File: src/assert_macros.svh
// Assertion helpers shared by the RTL.
`ifndef ASSERT_MACROS_SVH
`define ASSERT_MACROS_SVH

// Same-cycle implication, switched off while reset is held.
`define ASSERT_IMP(label, clk, rst_n, ante, cons) \
    label: assert property (@(posedge clk) disable iff (!rst_n) (ante) |-> (cons)) \
        else $error("implication check failed");

// Next-cycle implication, switched off while reset is held.
`define ASSERT_NXT(label, clk, rst_n, ante, cons) \
    label: assert property (@(posedge clk) disable iff (!rst_n) (ante) |=> (cons)) \
        else $error("next-cycle check failed");

`endif

File: src/bss_pkg.sv
package bss_pkg;

    // Field widths
    localparam int BAUD_W      = 24;
    localparam int REF_W       = 27;
    localparam int SCALE_OUT_W = 8;
    localparam int STEP_OUT_W  = 16;
    localparam int ERR_W       = BAUD_W;

    localparam logic [REF_W-1:0] REF_RESET = REF_W'(25000000);

    // Search limits
    localparam int SCALE_COUNT = 255;
    localparam int STEP_MAX    = 65535;
    localparam int FRAC_SHIFT  = 17;

    // Derived widths
    localparam int SCALE_W    = (SCALE_COUNT > 1) ? $clog2(SCALE_COUNT) : 1;
    localparam int SCALE1_W   = $clog2(SCALE_COUNT + 1);
    localparam int STEP_W     = $clog2(STEP_MAX + 1);
    localparam int BM_W       = BAUD_W + SCALE1_W;
    localparam int NUM_W      = BM_W + FRAC_SHIFT;
    localparam int PROD_W     = REF_W + STEP_W;
    localparam int RATE_NUM_W = PROD_W + 1 - FRAC_SHIFT;
    localparam int CNT_W      = $clog2(NUM_W + 1);

    typedef enum logic [2:0] {
        ST_IDLE,
        ST_STEP_GO,
        ST_STEP_WAIT,
        ST_MUL,
        ST_RATE_GO,
        ST_RATE_WAIT,
        ST_CMP,
        ST_FINISH
    } state_t;

    // Divider request and response
    typedef struct packed {
        logic               start;
        logic [NUM_W-1:0]   dividend;
        logic [REF_W-1:0]   divisor;
        logic [CNT_W-1:0]   iters;
    } div_req_t;

    typedef struct packed {
        logic               done;
        logic [NUM_W-1:0]   quotient;
    } div_rsp_t;

endpackage

File: src/bss_divider.sv
// Restoring divider, one quotient bit per cycle. The dividend is loaded
// left-aligned so that fewer iterations serve a narrower dividend.
module bss_divider (
    input  logic               aclk,
    input  logic               aresetn,
    input  bss_pkg::div_req_t  req,
    output bss_pkg::div_rsp_t  rsp
);

    logic                          busy_reg, busy_next;
    logic                          done_reg, done_next;
    logic [bss_pkg::CNT_W-1:0]     cnt_reg, cnt_next;
    logic [bss_pkg::REF_W-1:0]     rem_reg, rem_next;
    logic [bss_pkg::NUM_W-1:0]     quo_reg, quo_next;
    logic [bss_pkg::REF_W-1:0]     dsr_reg, dsr_next;

    logic [bss_pkg::REF_W:0]       shifted;
    logic [bss_pkg::REF_W+1:0]     trial;
    logic                          fits;

    // Trial subtract of the shifted partial remainder
    always_comb begin
        shifted = {rem_reg, quo_reg[bss_pkg::NUM_W-1]};
        trial   = {1'b0, shifted} - {2'b00, dsr_reg};
        fits    = !trial[bss_pkg::REF_W+1];
    end

    // Iteration control
    always_comb begin
        busy_next = busy_reg;
        done_next = 1'b0;
        cnt_next  = cnt_reg;
        rem_next  = rem_reg;
        quo_next  = quo_reg;
        dsr_next  = dsr_reg;
        if (req.start) begin
            busy_next = 1'b1;
            cnt_next  = req.iters;
            rem_next  = '0;
            quo_next  = req.dividend;
            dsr_next  = req.divisor;
        end else if (busy_reg) begin
            rem_next = fits ? trial[bss_pkg::REF_W-1:0] : shifted[bss_pkg::REF_W-1:0];
            quo_next = {quo_reg[bss_pkg::NUM_W-2:0], fits};
            cnt_next = cnt_reg - bss_pkg::CNT_W'(1);
            if (cnt_reg == bss_pkg::CNT_W'(1)) begin
                busy_next = 1'b0;
                done_next = 1'b1;
            end
        end
    end

    always_ff @(posedge aclk) begin
        if (!aresetn) begin
            busy_reg <= 1'b0;
            done_reg <= 1'b0;
            cnt_reg  <= '0;
        end else begin
            busy_reg <= busy_next;
            done_reg <= done_next;
            cnt_reg  <= cnt_next;
        end
    end

    always_ff @(posedge aclk) begin
        rem_reg <= rem_next;
        quo_reg <= quo_next;
        dsr_reg <= dsr_next;
    end

    assign rsp.done     = done_reg;
    assign rsp.quotient = quo_reg;

endmodule

File: src/baud_scale_step_search.sv
// Fractional baud divisor search.
// cfg_valid/cfg_ready/cfg_wdata write the reference clock in Hz; cfg_ready is
// always high and a write is meant for when the block is idle.
// s_target_baud is taken on an s_valid/s_ready transfer; s_ready is high only
// while no search is running. One result (m_div_scale, m_div_step,
// m_rate_error) leaves on an m_valid/m_ready transfer for each input.
// Each scale tried runs through the one shared bit-serial divider: the
// step division (start, 49 quotient bits, done), a multiply, the rate
// division (start, 27 quotient bits, done) and a compare.
// A full search tries all 255 scales before m_valid rises; it ends sooner
// once the step exceeds its limit, and a zero reference clock skips the
// divisions and goes straight to the finish state that raises m_valid.
// The result sits in an output register, so a new target is taken while an
// earlier result still waits. If the receiver stalls and the output register
// is full, a finished search holds its result until the slot frees.
// Reset sets the reference clock to 25 MHz and empties the output register.
`include "assert_macros.svh"

module baud_scale_step_search (
    input  logic                            aclk,
    input  logic                            aresetn,
    input  logic                            cfg_valid,
    output logic                            cfg_ready,
    input  logic [bss_pkg::REF_W-1:0]       cfg_wdata,
    input  logic                            s_valid,
    output logic                            s_ready,
    input  logic [bss_pkg::BAUD_W-1:0]      s_target_baud,
    output logic                            m_valid,
    input  logic                            m_ready,
    output logic [bss_pkg::SCALE_OUT_W-1:0] m_div_scale,
    output logic [bss_pkg::STEP_OUT_W-1:0]  m_div_step,
    output logic [bss_pkg::ERR_W-1:0]       m_rate_error
);

    bss_pkg::state_t                     state_reg, state_next;
    logic [bss_pkg::REF_W-1:0]           ref_clk_reg;
    logic [bss_pkg::BAUD_W-1:0]          baud_reg, baud_next;
    logic [bss_pkg::BM_W-1:0]            bm_reg, bm_next;
    logic [bss_pkg::SCALE_W-1:0]         scale_reg, scale_next;
    logic [bss_pkg::STEP_W-1:0]          step_reg, step_next;
    logic [bss_pkg::PROD_W-1:0]          prod_reg, prod_next;
    logic [bss_pkg::SCALE_W-1:0]         best_scale_reg, best_scale_next;
    logic [bss_pkg::STEP_W-1:0]          best_step_reg, best_step_next;
    logic [bss_pkg::ERR_W-1:0]           best_err_reg, best_err_next;
    logic                                m_valid_reg, m_valid_next;
    logic [bss_pkg::SCALE_OUT_W-1:0]     out_scale_reg, out_scale_next;
    logic [bss_pkg::STEP_OUT_W-1:0]      out_step_reg, out_step_next;
    logic [bss_pkg::ERR_W-1:0]           out_err_reg, out_err_next;

    bss_pkg::div_req_t                   div_req;
    bss_pkg::div_rsp_t                   div_rsp;

    logic [bss_pkg::SCALE1_W-1:0]        scale_plus1;
    logic [bss_pkg::PROD_W:0]            rate_sum;
    logic [bss_pkg::RATE_NUM_W-1:0]      rate_num;
    logic [bss_pkg::RATE_NUM_W-1:0]      rate;
    logic [bss_pkg::RATE_NUM_W-1:0]      baud_ext;
    logic [bss_pkg::RATE_NUM_W-1:0]      err;

    bss_divider u_div (
        .aclk    (aclk),
        .aresetn (aresetn),
        .req     (div_req),
        .rsp     (div_rsp)
    );

    // Rate numerator: clk*step plus half the divisor, then drop the 2^17 part
    always_comb begin
        scale_plus1 = bss_pkg::SCALE1_W'(scale_reg) + bss_pkg::SCALE1_W'(1);
        rate_sum    = {1'b0, prod_reg}
                    + ((bss_pkg::PROD_W+1)'(scale_plus1) << (bss_pkg::FRAC_SHIFT - 1));
        rate_num    = rate_sum[bss_pkg::PROD_W:bss_pkg::FRAC_SHIFT];
        rate        = div_rsp.quotient[bss_pkg::RATE_NUM_W-1:0];
        baud_ext    = bss_pkg::RATE_NUM_W'(baud_reg);
        err         = (rate >= baud_ext) ? (rate - baud_ext) : (baud_ext - rate);
    end

    // Search sequencer
    always_comb begin
        state_next      = state_reg;
        baud_next       = baud_reg;
        bm_next         = bm_reg;
        scale_next      = scale_reg;
        step_next       = step_reg;
        prod_next       = prod_reg;
        best_scale_next = best_scale_reg;
        best_step_next  = best_step_reg;
        best_err_next   = best_err_reg;
        out_scale_next  = out_scale_reg;
        out_step_next   = out_step_reg;
        out_err_next    = out_err_reg;
        m_valid_next    = m_valid_reg && !m_ready;

        div_req.start    = 1'b0;
        div_req.dividend = {bm_reg, bss_pkg::FRAC_SHIFT'(0)};
        div_req.divisor  = ref_clk_reg;
        div_req.iters    = bss_pkg::CNT_W'(bss_pkg::NUM_W);

        unique case (state_reg)
            bss_pkg::ST_IDLE: begin
                if (s_valid) begin
                    baud_next       = s_target_baud;
                    bm_next         = bss_pkg::BM_W'(s_target_baud);
                    scale_next      = '0;
                    best_scale_next = '0;
                    best_step_next  = '0;
                    best_err_next   = s_target_baud;
                    state_next      = (ref_clk_reg == '0) ? bss_pkg::ST_FINISH
                                                          : bss_pkg::ST_STEP_GO;
                end
            end
            bss_pkg::ST_STEP_GO: begin
                // step = baud*(s+1)*2^17 / clk
                div_req.start = 1'b1;
                state_next    = bss_pkg::ST_STEP_WAIT;
            end
            bss_pkg::ST_STEP_WAIT: begin
                if (div_rsp.done) begin
                    if (div_rsp.quotient > bss_pkg::NUM_W'(bss_pkg::STEP_MAX)) begin
                        state_next = bss_pkg::ST_FINISH;
                    end else begin
                        step_next  = div_rsp.quotient[bss_pkg::STEP_W-1:0];
                        state_next = bss_pkg::ST_MUL;
                    end
                end
            end
            bss_pkg::ST_MUL: begin
                prod_next  = bss_pkg::PROD_W'(ref_clk_reg) * bss_pkg::PROD_W'(step_reg);
                state_next = bss_pkg::ST_RATE_GO;
            end
            bss_pkg::ST_RATE_GO: begin
                // rate = rate_num / (s+1), rate_num left-aligned in the dividend
                div_req.start    = 1'b1;
                div_req.dividend = {rate_num,
                                    (bss_pkg::NUM_W - bss_pkg::RATE_NUM_W)'(0)};
                div_req.divisor  = bss_pkg::REF_W'(scale_plus1);
                div_req.iters    = bss_pkg::CNT_W'(bss_pkg::RATE_NUM_W);
                state_next       = bss_pkg::ST_RATE_WAIT;
            end
            bss_pkg::ST_RATE_WAIT: begin
                if (div_rsp.done) begin
                    state_next = bss_pkg::ST_CMP;
                end
            end
            bss_pkg::ST_CMP: begin
                // keep a strictly better pair
                if (err < bss_pkg::RATE_NUM_W'(best_err_reg)) begin
                    best_err_next   = err[bss_pkg::ERR_W-1:0];
                    best_scale_next = scale_reg;
                    best_step_next  = step_reg;
                end
                if (scale_reg == bss_pkg::SCALE_W'(bss_pkg::SCALE_COUNT - 1)) begin
                    state_next = bss_pkg::ST_FINISH;
                end else begin
                    scale_next = scale_reg + bss_pkg::SCALE_W'(1);
                    bm_next    = bm_reg + bss_pkg::BM_W'(baud_reg);
                    state_next = bss_pkg::ST_STEP_GO;
                end
            end
            bss_pkg::ST_FINISH: begin
                if (!m_valid_reg || m_ready) begin
                    out_scale_next = bss_pkg::SCALE_OUT_W'(best_scale_reg);
                    out_step_next  = bss_pkg::STEP_OUT_W'(best_step_reg);
                    out_err_next   = best_err_reg;
                    m_valid_next   = 1'b1;
                    state_next     = bss_pkg::ST_IDLE;
                end
            end
            default: begin
                state_next = bss_pkg::ST_IDLE;
            end
        endcase
    end

    // Control state
    always_ff @(posedge aclk) begin
        if (!aresetn) begin
            state_reg   <= bss_pkg::ST_IDLE;
            m_valid_reg <= 1'b0;
            ref_clk_reg <= bss_pkg::REF_RESET;
        end else begin
            state_reg   <= state_next;
            m_valid_reg <= m_valid_next;
            if (cfg_valid && cfg_ready) begin
                ref_clk_reg <= cfg_wdata;
            end
        end
    end

    // Datapath
    always_ff @(posedge aclk) begin
        baud_reg       <= baud_next;
        bm_reg         <= bm_next;
        scale_reg      <= scale_next;
        step_reg       <= step_next;
        prod_reg       <= prod_next;
        best_scale_reg <= best_scale_next;
        best_step_reg  <= best_step_next;
        best_err_reg   <= best_err_next;
        out_scale_reg  <= out_scale_next;
        out_step_reg   <= out_step_next;
        out_err_reg    <= out_err_next;
    end

    assign cfg_ready    = 1'b1;
    assign s_ready      = (state_reg == bss_pkg::ST_IDLE);
    assign m_valid      = m_valid_reg;
    assign m_div_scale  = out_scale_reg;
    assign m_div_step   = out_step_reg;
    assign m_rate_error = out_err_reg;

    // Checks
    `ASSERT_IMP(a_err_bound, aclk, aresetn, state_reg != bss_pkg::ST_IDLE,
                best_err_reg <= baud_reg)
    `ASSERT_IMP(a_best_scale_seen, aclk, aresetn, state_reg != bss_pkg::ST_IDLE,
                best_scale_reg <= scale_reg)
    `ASSERT_IMP(a_div_done_waited, aclk, aresetn, div_rsp.done,
                state_reg == bss_pkg::ST_STEP_WAIT || state_reg == bss_pkg::ST_RATE_WAIT)
    `ASSERT_NXT(a_start_waits, aclk, aresetn, div_req.start,
                state_reg == bss_pkg::ST_STEP_WAIT || state_reg == bss_pkg::ST_RATE_WAIT)

endmodule
File: config.mk
export PLATFORM = sky130hd
export DESIGN_NAME = baud_scale_step_search
export DESIGN_NICKNAME = d
export VERILOG_FILES = /design/src/bss_pkg.sv /design/src/bss_divider.sv /design/src/baud_scale_step_search.sv
export VERILOG_INCLUDE_DIRS = /design/src /design/src/src
export SDC_FILE = /design/constraint.sdc
export NUM_CORES = 2
export LEC_CHECK = 0
export BUFFER_PORTS_ARGS = -buffer_cell sky130_fd_sc_hd__buf_2
export CAP_MARGIN = 20
export CORE_ASPECT_RATIO = 1.2
export CORE_UTILIZATION = 60
export CTS_CLUSTER_DIAMETER = 50
export DETAILED_ROUTE_END_ITERATION = 8
export PLACE_DENSITY = 0.77
export REMOVE_ABC_BUFFERS = 1
export SLEW_MARGIN = 20
export SYNTH_ARGS = -nofsm -noshare
export SYNTH_HDL_FRONTEND = slang
export SYNTH_SLANG_ARGS = --single-unit
File: constraint.sdc
create_clock -name aclk -period 19.7 [get_ports aclk]
set_clock_uncertainty 0.15 [all_clocks]
set_input_delay 3.94 -clock aclk [delete_from_list [all_inputs] [get_ports aclk]]
set_output_delay 3.94 -clock aclk [all_outputs]
set_load 0.01 [all_outputs]
==> impl_results.html <==
<table>
<tr><th>Metric</th><th>Value</th></tr>
<tr><th colspan="2">Run status</th></tr>
<tr><td>Outcome</td><td>finished clean</td></tr>
<tr><th colspan="2">GRT</th></tr>
<tr><td>Pin count of the biggest net entering global routing</td><td>76</td></tr>
<tr><td>Initial antenna violation count</td><td>2</td></tr>
<tr><td>First-pass GRT wire length</td><td>between 100 and 150 mm</td></tr>
<tr><td>Via count of the first global-routing pass</td><td>between 20000 and 30000</td></tr>
<tr><td>Aggregate global-route resource usage</td><td>about a third</td></tr>
<tr><td>Total global routing overflow</td><td>0</td></tr>
<tr><th colspan="2">CTS</th></tr>
<tr><td>Clock latency reported for the late side of the worst-skew pair</td><td>between 0.5 and 0.6 ns</td></tr>
<tr><td>Number of hold buffers added after CTS</td><td>0</td></tr>
<tr><td>Root Buffer</td><td>clkbuf_16</td></tr>
<tr><td>Post-CTS setup-driven buffer insertion count</td><td>0</td></tr>
<tr><td>Number of buffers added by the clock tree synthesis step</td><td>44</td></tr>
<tr><td>Total clock sinks</td><td>between 300 and 400</td></tr>
<tr><td>Max Root-Sink Buffers</td><td>3</td></tr>
<tr><td># resized after CTS</td><td>0</td></tr>
<tr><td>Clock tree from TritonCTS</td><td>yes</td></tr>
<tr><td>Clock transition at the registers of the reported paths</td><td>roughly 0.07 ns</td></tr>
<tr><td>H-tree levels</td><td>2</td></tr>
<tr><th colspan="2">Synth</th></tr>
<tr><td>Fraction of post-synthesis cell area in the top cell type by area</td><td>between 20 and 30%</td></tr>
<tr><td>Number of enable flip-flop cells after synthesis</td><td>between 200 and 300</td></tr>
<tr><td>XOR/XNOR Fraction of Synth Area</td><td>3.15%</td></tr>
<tr><td>Async set-or-reset flop fraction in the synthesized netlist</td><td>0%</td></tr>
<tr><td>Mean instance size in the synthesized netlist</td><td>9.62 um2</td></tr>
<tr><td>Dominant combinational cell family by area after synthesis</td><td>adder cells</td></tr>
<tr><td>Dominant register cell in the synthesized netlist</td><td>edfxtp_1</td></tr>
<tr><td>Number of standard cells after synthesis</td><td>about 3400</td></tr>
<tr><td>Count of unique library cells instantiated by Yosys</td><td>87</td></tr>
<tr><td>Adder-cell share of the synthesized area</td><td>a little under a third</td></tr>
<tr><td>Mux share of post-synthesis cell area</td><td>between 1.5 and 2%</td></tr>
<tr><td>Top post-synthesis cells by count</td><td>inv_1 (547), nand2_1 (403), fa_1 (352)</td></tr>
<tr><td>Top-count cell post-synth</td><td>inv_1</td></tr>
<tr><td>Compound-gate portion of the synthesized area</td><td>11.5%</td></tr>
<tr><td>Synth warn</td><td>0</td></tr>
<tr><td>Yosys top cell by area</td><td>edfxtp_1</td></tr>
<tr><td>Mapped cell area</td><td>approximately 0.033 mm2</td></tr>
<tr><td>Share of the yosys chip area belonging to registers</td><td>slightly below 30%</td></tr>
<tr><td>Area fraction in and, or, nand and nor cells after synthesis</td><td>14.7%</td></tr>
<tr><td>Main area contributors after synthesis</td><td>edfxtp_1 (26%), fa_1 (21%), ha_1 (9.3%)</td></tr>
<tr><td>Count of state elements after synthesis</td><td>345</td></tr>
<tr><th colspan="2">Die</th></tr>
<tr><td>X dimension of the die</td><td>between 200 and 250 um</td></tr>
<tr><td>Number of standard-cell rows in the floorplan</td><td>93</td></tr>
<tr><td>Initial Utilization</td><td>between 60% and 70%</td></tr>
<tr><td>Standard cell core area</td><td>between 0.05 and 0.06 mm2</td></tr>
<tr><td>Height of the chip</td><td>between 200 and 300 um</td></tr>
<tr><td>Total Die Area</td><td>~0.056 mm2</td></tr>
<tr><td>I/O pin total</td><td>107</td></tr>
<tr><th colspan="2">Layout</th></tr>
<tr><td>Share of final-layout standard cells stronger than drive strength 1</td><td>between 7 and 8%</td></tr>
<tr><td>Final layout net count</td><td>4077</td></tr>
<tr><td>Post-Layout Inst Area</td><td>0.0353 mm2</td></tr>
<tr><td>P&amp;R area growth vs syn</td><td>7.64%</td></tr>
<tr><td>Flip-flop count of the largest register, all copies and words added</td><td>49</td></tr>
<tr><td>Number of inserted filler cells in the final layout</td><td>4284</td></tr>
<tr><th colspan="2">Critical path</th></tr>
<tr><td>Critical path cell sequence</td><td>nand2_1, fa_1, fa_1, inv_1, fa_1, fa_1, fa_1, inv_1, fa_1, inv_1, ha_1, a21o_1, a21o_1, a21oi_1, a31o_1, o31a_1, o21ai_0, a31oi_1, xnor2_1</td></tr>
<tr><td>Crit path top cell by count</td><td>fa_1</td></tr>
<tr><td>Critical setup path kind</td><td>reg -&gt; reg</td></tr>
<tr><td>Required time at the endpoint of the critical path</td><td>around 20 ns</td></tr>
<tr><td>Data arrival time of the critical path</td><td>roughly 7.4 ns</td></tr>
<tr><td>Category of cells accounting for the largest share of critical-path delay</td><td>adder cells</td></tr>
<tr><td>Startpoint types</td><td>flop</td></tr>
<tr><td>Critical path capture point type</td><td>flop</td></tr>
<tr><td>Worst-path maximum fanout</td><td>28</td></tr>
<tr><td>Maximum single-stage delay on the critical path</td><td>between 1 and 1.5 ns</td></tr>
<tr><td>Slowest-stage cell, CP</td><td>edfxtp_1</td></tr>
<tr><td>Buf/Inv on CP</td><td>3</td></tr>
<tr><th colspan="2">Placement</th></tr>
<tr><td>Number of input and output port buffers inserted</td><td>about 110</td></tr>
<tr><td>Placed wire-length estimate</td><td>between 60 and 70 mm</td></tr>
<tr><td>Last weighted congestion value of the routability-driven placer</td><td>0.968</td></tr>
<tr><td>Dpl ws</td><td>12.48 ns</td></tr>
<tr><td>Area of placed instances</td><td>about 0.034 mm2</td></tr>
<tr><th colspan="2">Route</th></tr>
<tr><td>DR vias/cell</td><td>around 6</td></tr>
<tr><td>Number of nets with antenna violations after detailed routing</td><td>0</td></tr>
<tr><td>Mean routed wirelength per cell</td><td>21.3 um</td></tr>
<tr><td>Routed vias</td><td>between 20000 and 30000</td></tr>
<tr><td>Number of optimization iterations in the first detailed-route pass</td><td>5</td></tr>
<tr><td>Detailed-route wire length</td><td>about 89 mm</td></tr>
<tr><td>DRC violations left</td><td>0</td></tr>
<tr><td>Initial drt markers</td><td>between 1500 and 2000</td></tr>
<tr><th colspan="2">Timing</th></tr>
<tr><td>Fin crit share</td><td>a little under two fifths</td></tr>
<tr><td>Crit path setup slack, layout</td><td>12.45 ns</td></tr>
<tr><td>Final sum of negative setup slack</td><td>0 ns</td></tr>
<tr><td>Setup violation total in the final timing report</td><td>0</td></tr>
<tr><td>Maximum frequency from static timing analysis</td><td>around 140 MHz</td></tr>
<tr><td>Setup repair after global routing missed its margin</td><td>no</td></tr>
<tr><td>Number of max-slew violations in the final report</td><td>0</td></tr>
<tr><td>Tightest Pin Transition</td><td>1.22 ns</td></tr>
<tr><td>Tmin final</td><td>just over 7 ns</td></tr>
<tr><td>Relative slew slack</td><td>18.4%</td></tr>
<tr><td>Final hold vios</td><td>0</td></tr>
<tr><th colspan="2">Worst hold path</th></tr>
<tr><td>Kind of path behind the tightest hold check</td><td>reg -&gt; reg</td></tr>
<tr><th colspan="2">Power</th></tr>
<tr><td>Maximum vdd drop</td><td>roughly 0.11 mV</td></tr>
<tr><td>Power per cell area</td><td>160 mW/mm2</td></tr>
<tr><td>Leakage power</td><td>approximately 16 nW</td></tr>
<tr><th colspan="2">Flow run</th></tr>
<tr><td>Number of maximum-capacitance violations</td><td>0</td></tr>
</table>
-- cell type report --
type                    instances  area (um2)  share of cell area [%]
repair buffers                144         826                    2.34
flip-flops and latches        345        9700                    27.5
clock buffers                  49        1130                    3.20
well taps                     712         891                    2.52
diodes                          3        7.51                  0.0213
multi-input cells            2339       20400                    57.7
inverters                     550        2060                    5.84
clock inverters                30         324                   0.917
-- layer usage --
| layer | track usage, % | share of wire [%] |
|---|---|---|
| met5 | 0 | 0 |
| met4 | 16.7 | 5.3 |
| met3 | 5.16 | 7.4 |
| met2 | 54.5 | 48 |
| met1 | 41.1 | 39 |
-- where the power goes --
group          internal [W]  switching [W]  total [W]
Clock              0.000474       0.000339   0.000813
Sequential          0.00119       0.000195    0.00139
Combinational       0.00138        0.00208    0.00346
-- layout by cell type (no fill, tap or decap), drive strengths merged, types with 5 or more instances in the layout --
| cell | count |
|---|---|
| inv | 556 |
| nand2 | 403 |
| fa | 352 |
| edfxtp | 279 |
| ha | 245 |
| and2 | 228 |
| o21ai | 147 |
| buf | 144 |
| a21oi | 138 |
| nor2 | 129 |
| xnor2 | 79 |
| dfxtp | 66 |
| mux2i | 56 |
| clkbuf | 49 |
| a21o | 48 |
| xor2 | 39 |
| nor3 | 36 |
| nor2b | 33 |
| nand3 | 31 |
| a211oi | 29 |
| nand4 | 28 |
| o21a | 25 |
| a22oi | 25 |
| and3 | 23 |
| o31ai | 22 |
| nor4 | 20 |
| a31oi | 18 |
| clkinv | 17 |
| o21bai | 16 |
| o211ai | 16 |
| or3 | 14 |
| nand2b | 13 |
| a21bo | 12 |
| a21boi | 11 |
| nand3b | 10 |
| o31a | 8 |
| a211o | 7 |
| or4 | 6 |
| o2111ai | 5 |
-- metrics by stage --
step	power [W]	hold slack [ns]	util, %	cells
after detailed placement	0.00480	0.255	62.8	4089
after CTS	0.00564	0.255	65.5	4168
after floorplan	0.00391	0.250	-	3234
after global routing	0.00613	0.278	65.6	4169
final	0.00566	0.256	65.6	4172
after global placement	0.00469	0.252	62.8	4089
-- kinds of logic (layout without fill, tap and decap cells) --
logic type / after synthesis / in the layout
buf+inv: 727 / 773
mux: 59 / 59
compound gates: 575 / 575
flops: 345 / 345
fa+ha+maj: 597 / 597
other cells: 1 / 4
xor+xnor: 118 / 118
simple gates: 989 / 989
-- final timing paths --
check / slack, ns / cells past startpoint / end / start
worst max-delay path: 12.45 / 19 / prod_reg[41]$_DFFE_PP_ / step_reg[13]$_DFFE_PP_
worst min-delay path: 0.26 / 0 / m_div_step[2]$_DFFE_PP_ / best_step_reg[2]$_SDFFCE_PP0P_
worst max register to register: 12.45 / 19 / prod_reg[41]$_DFFE_PP_ / step_reg[13]$_DFFE_PP_
worst min register to register: 0.26 / 0 / m_div_step[2]$_DFFE_PP_ / best_step_reg[2]$_SDFFCE_PP0P_
-- worst reg2reg max path, delay by kind of cell, from the launching register on --
family / cells / cell delay, ns
AND/OR/NAND/NOR: 1 / 0.20
buffers and inverters: 3 / 0.16
AO/OA/AOI/OAI: 7 / 1.80
adder cells (fa/ha/maj): 7 / 3.45
XOR/XNOR: 1 / 0.08
flip-flops: 1 / 1.16
Note: power is estimated with default switching activity, not from simulation.
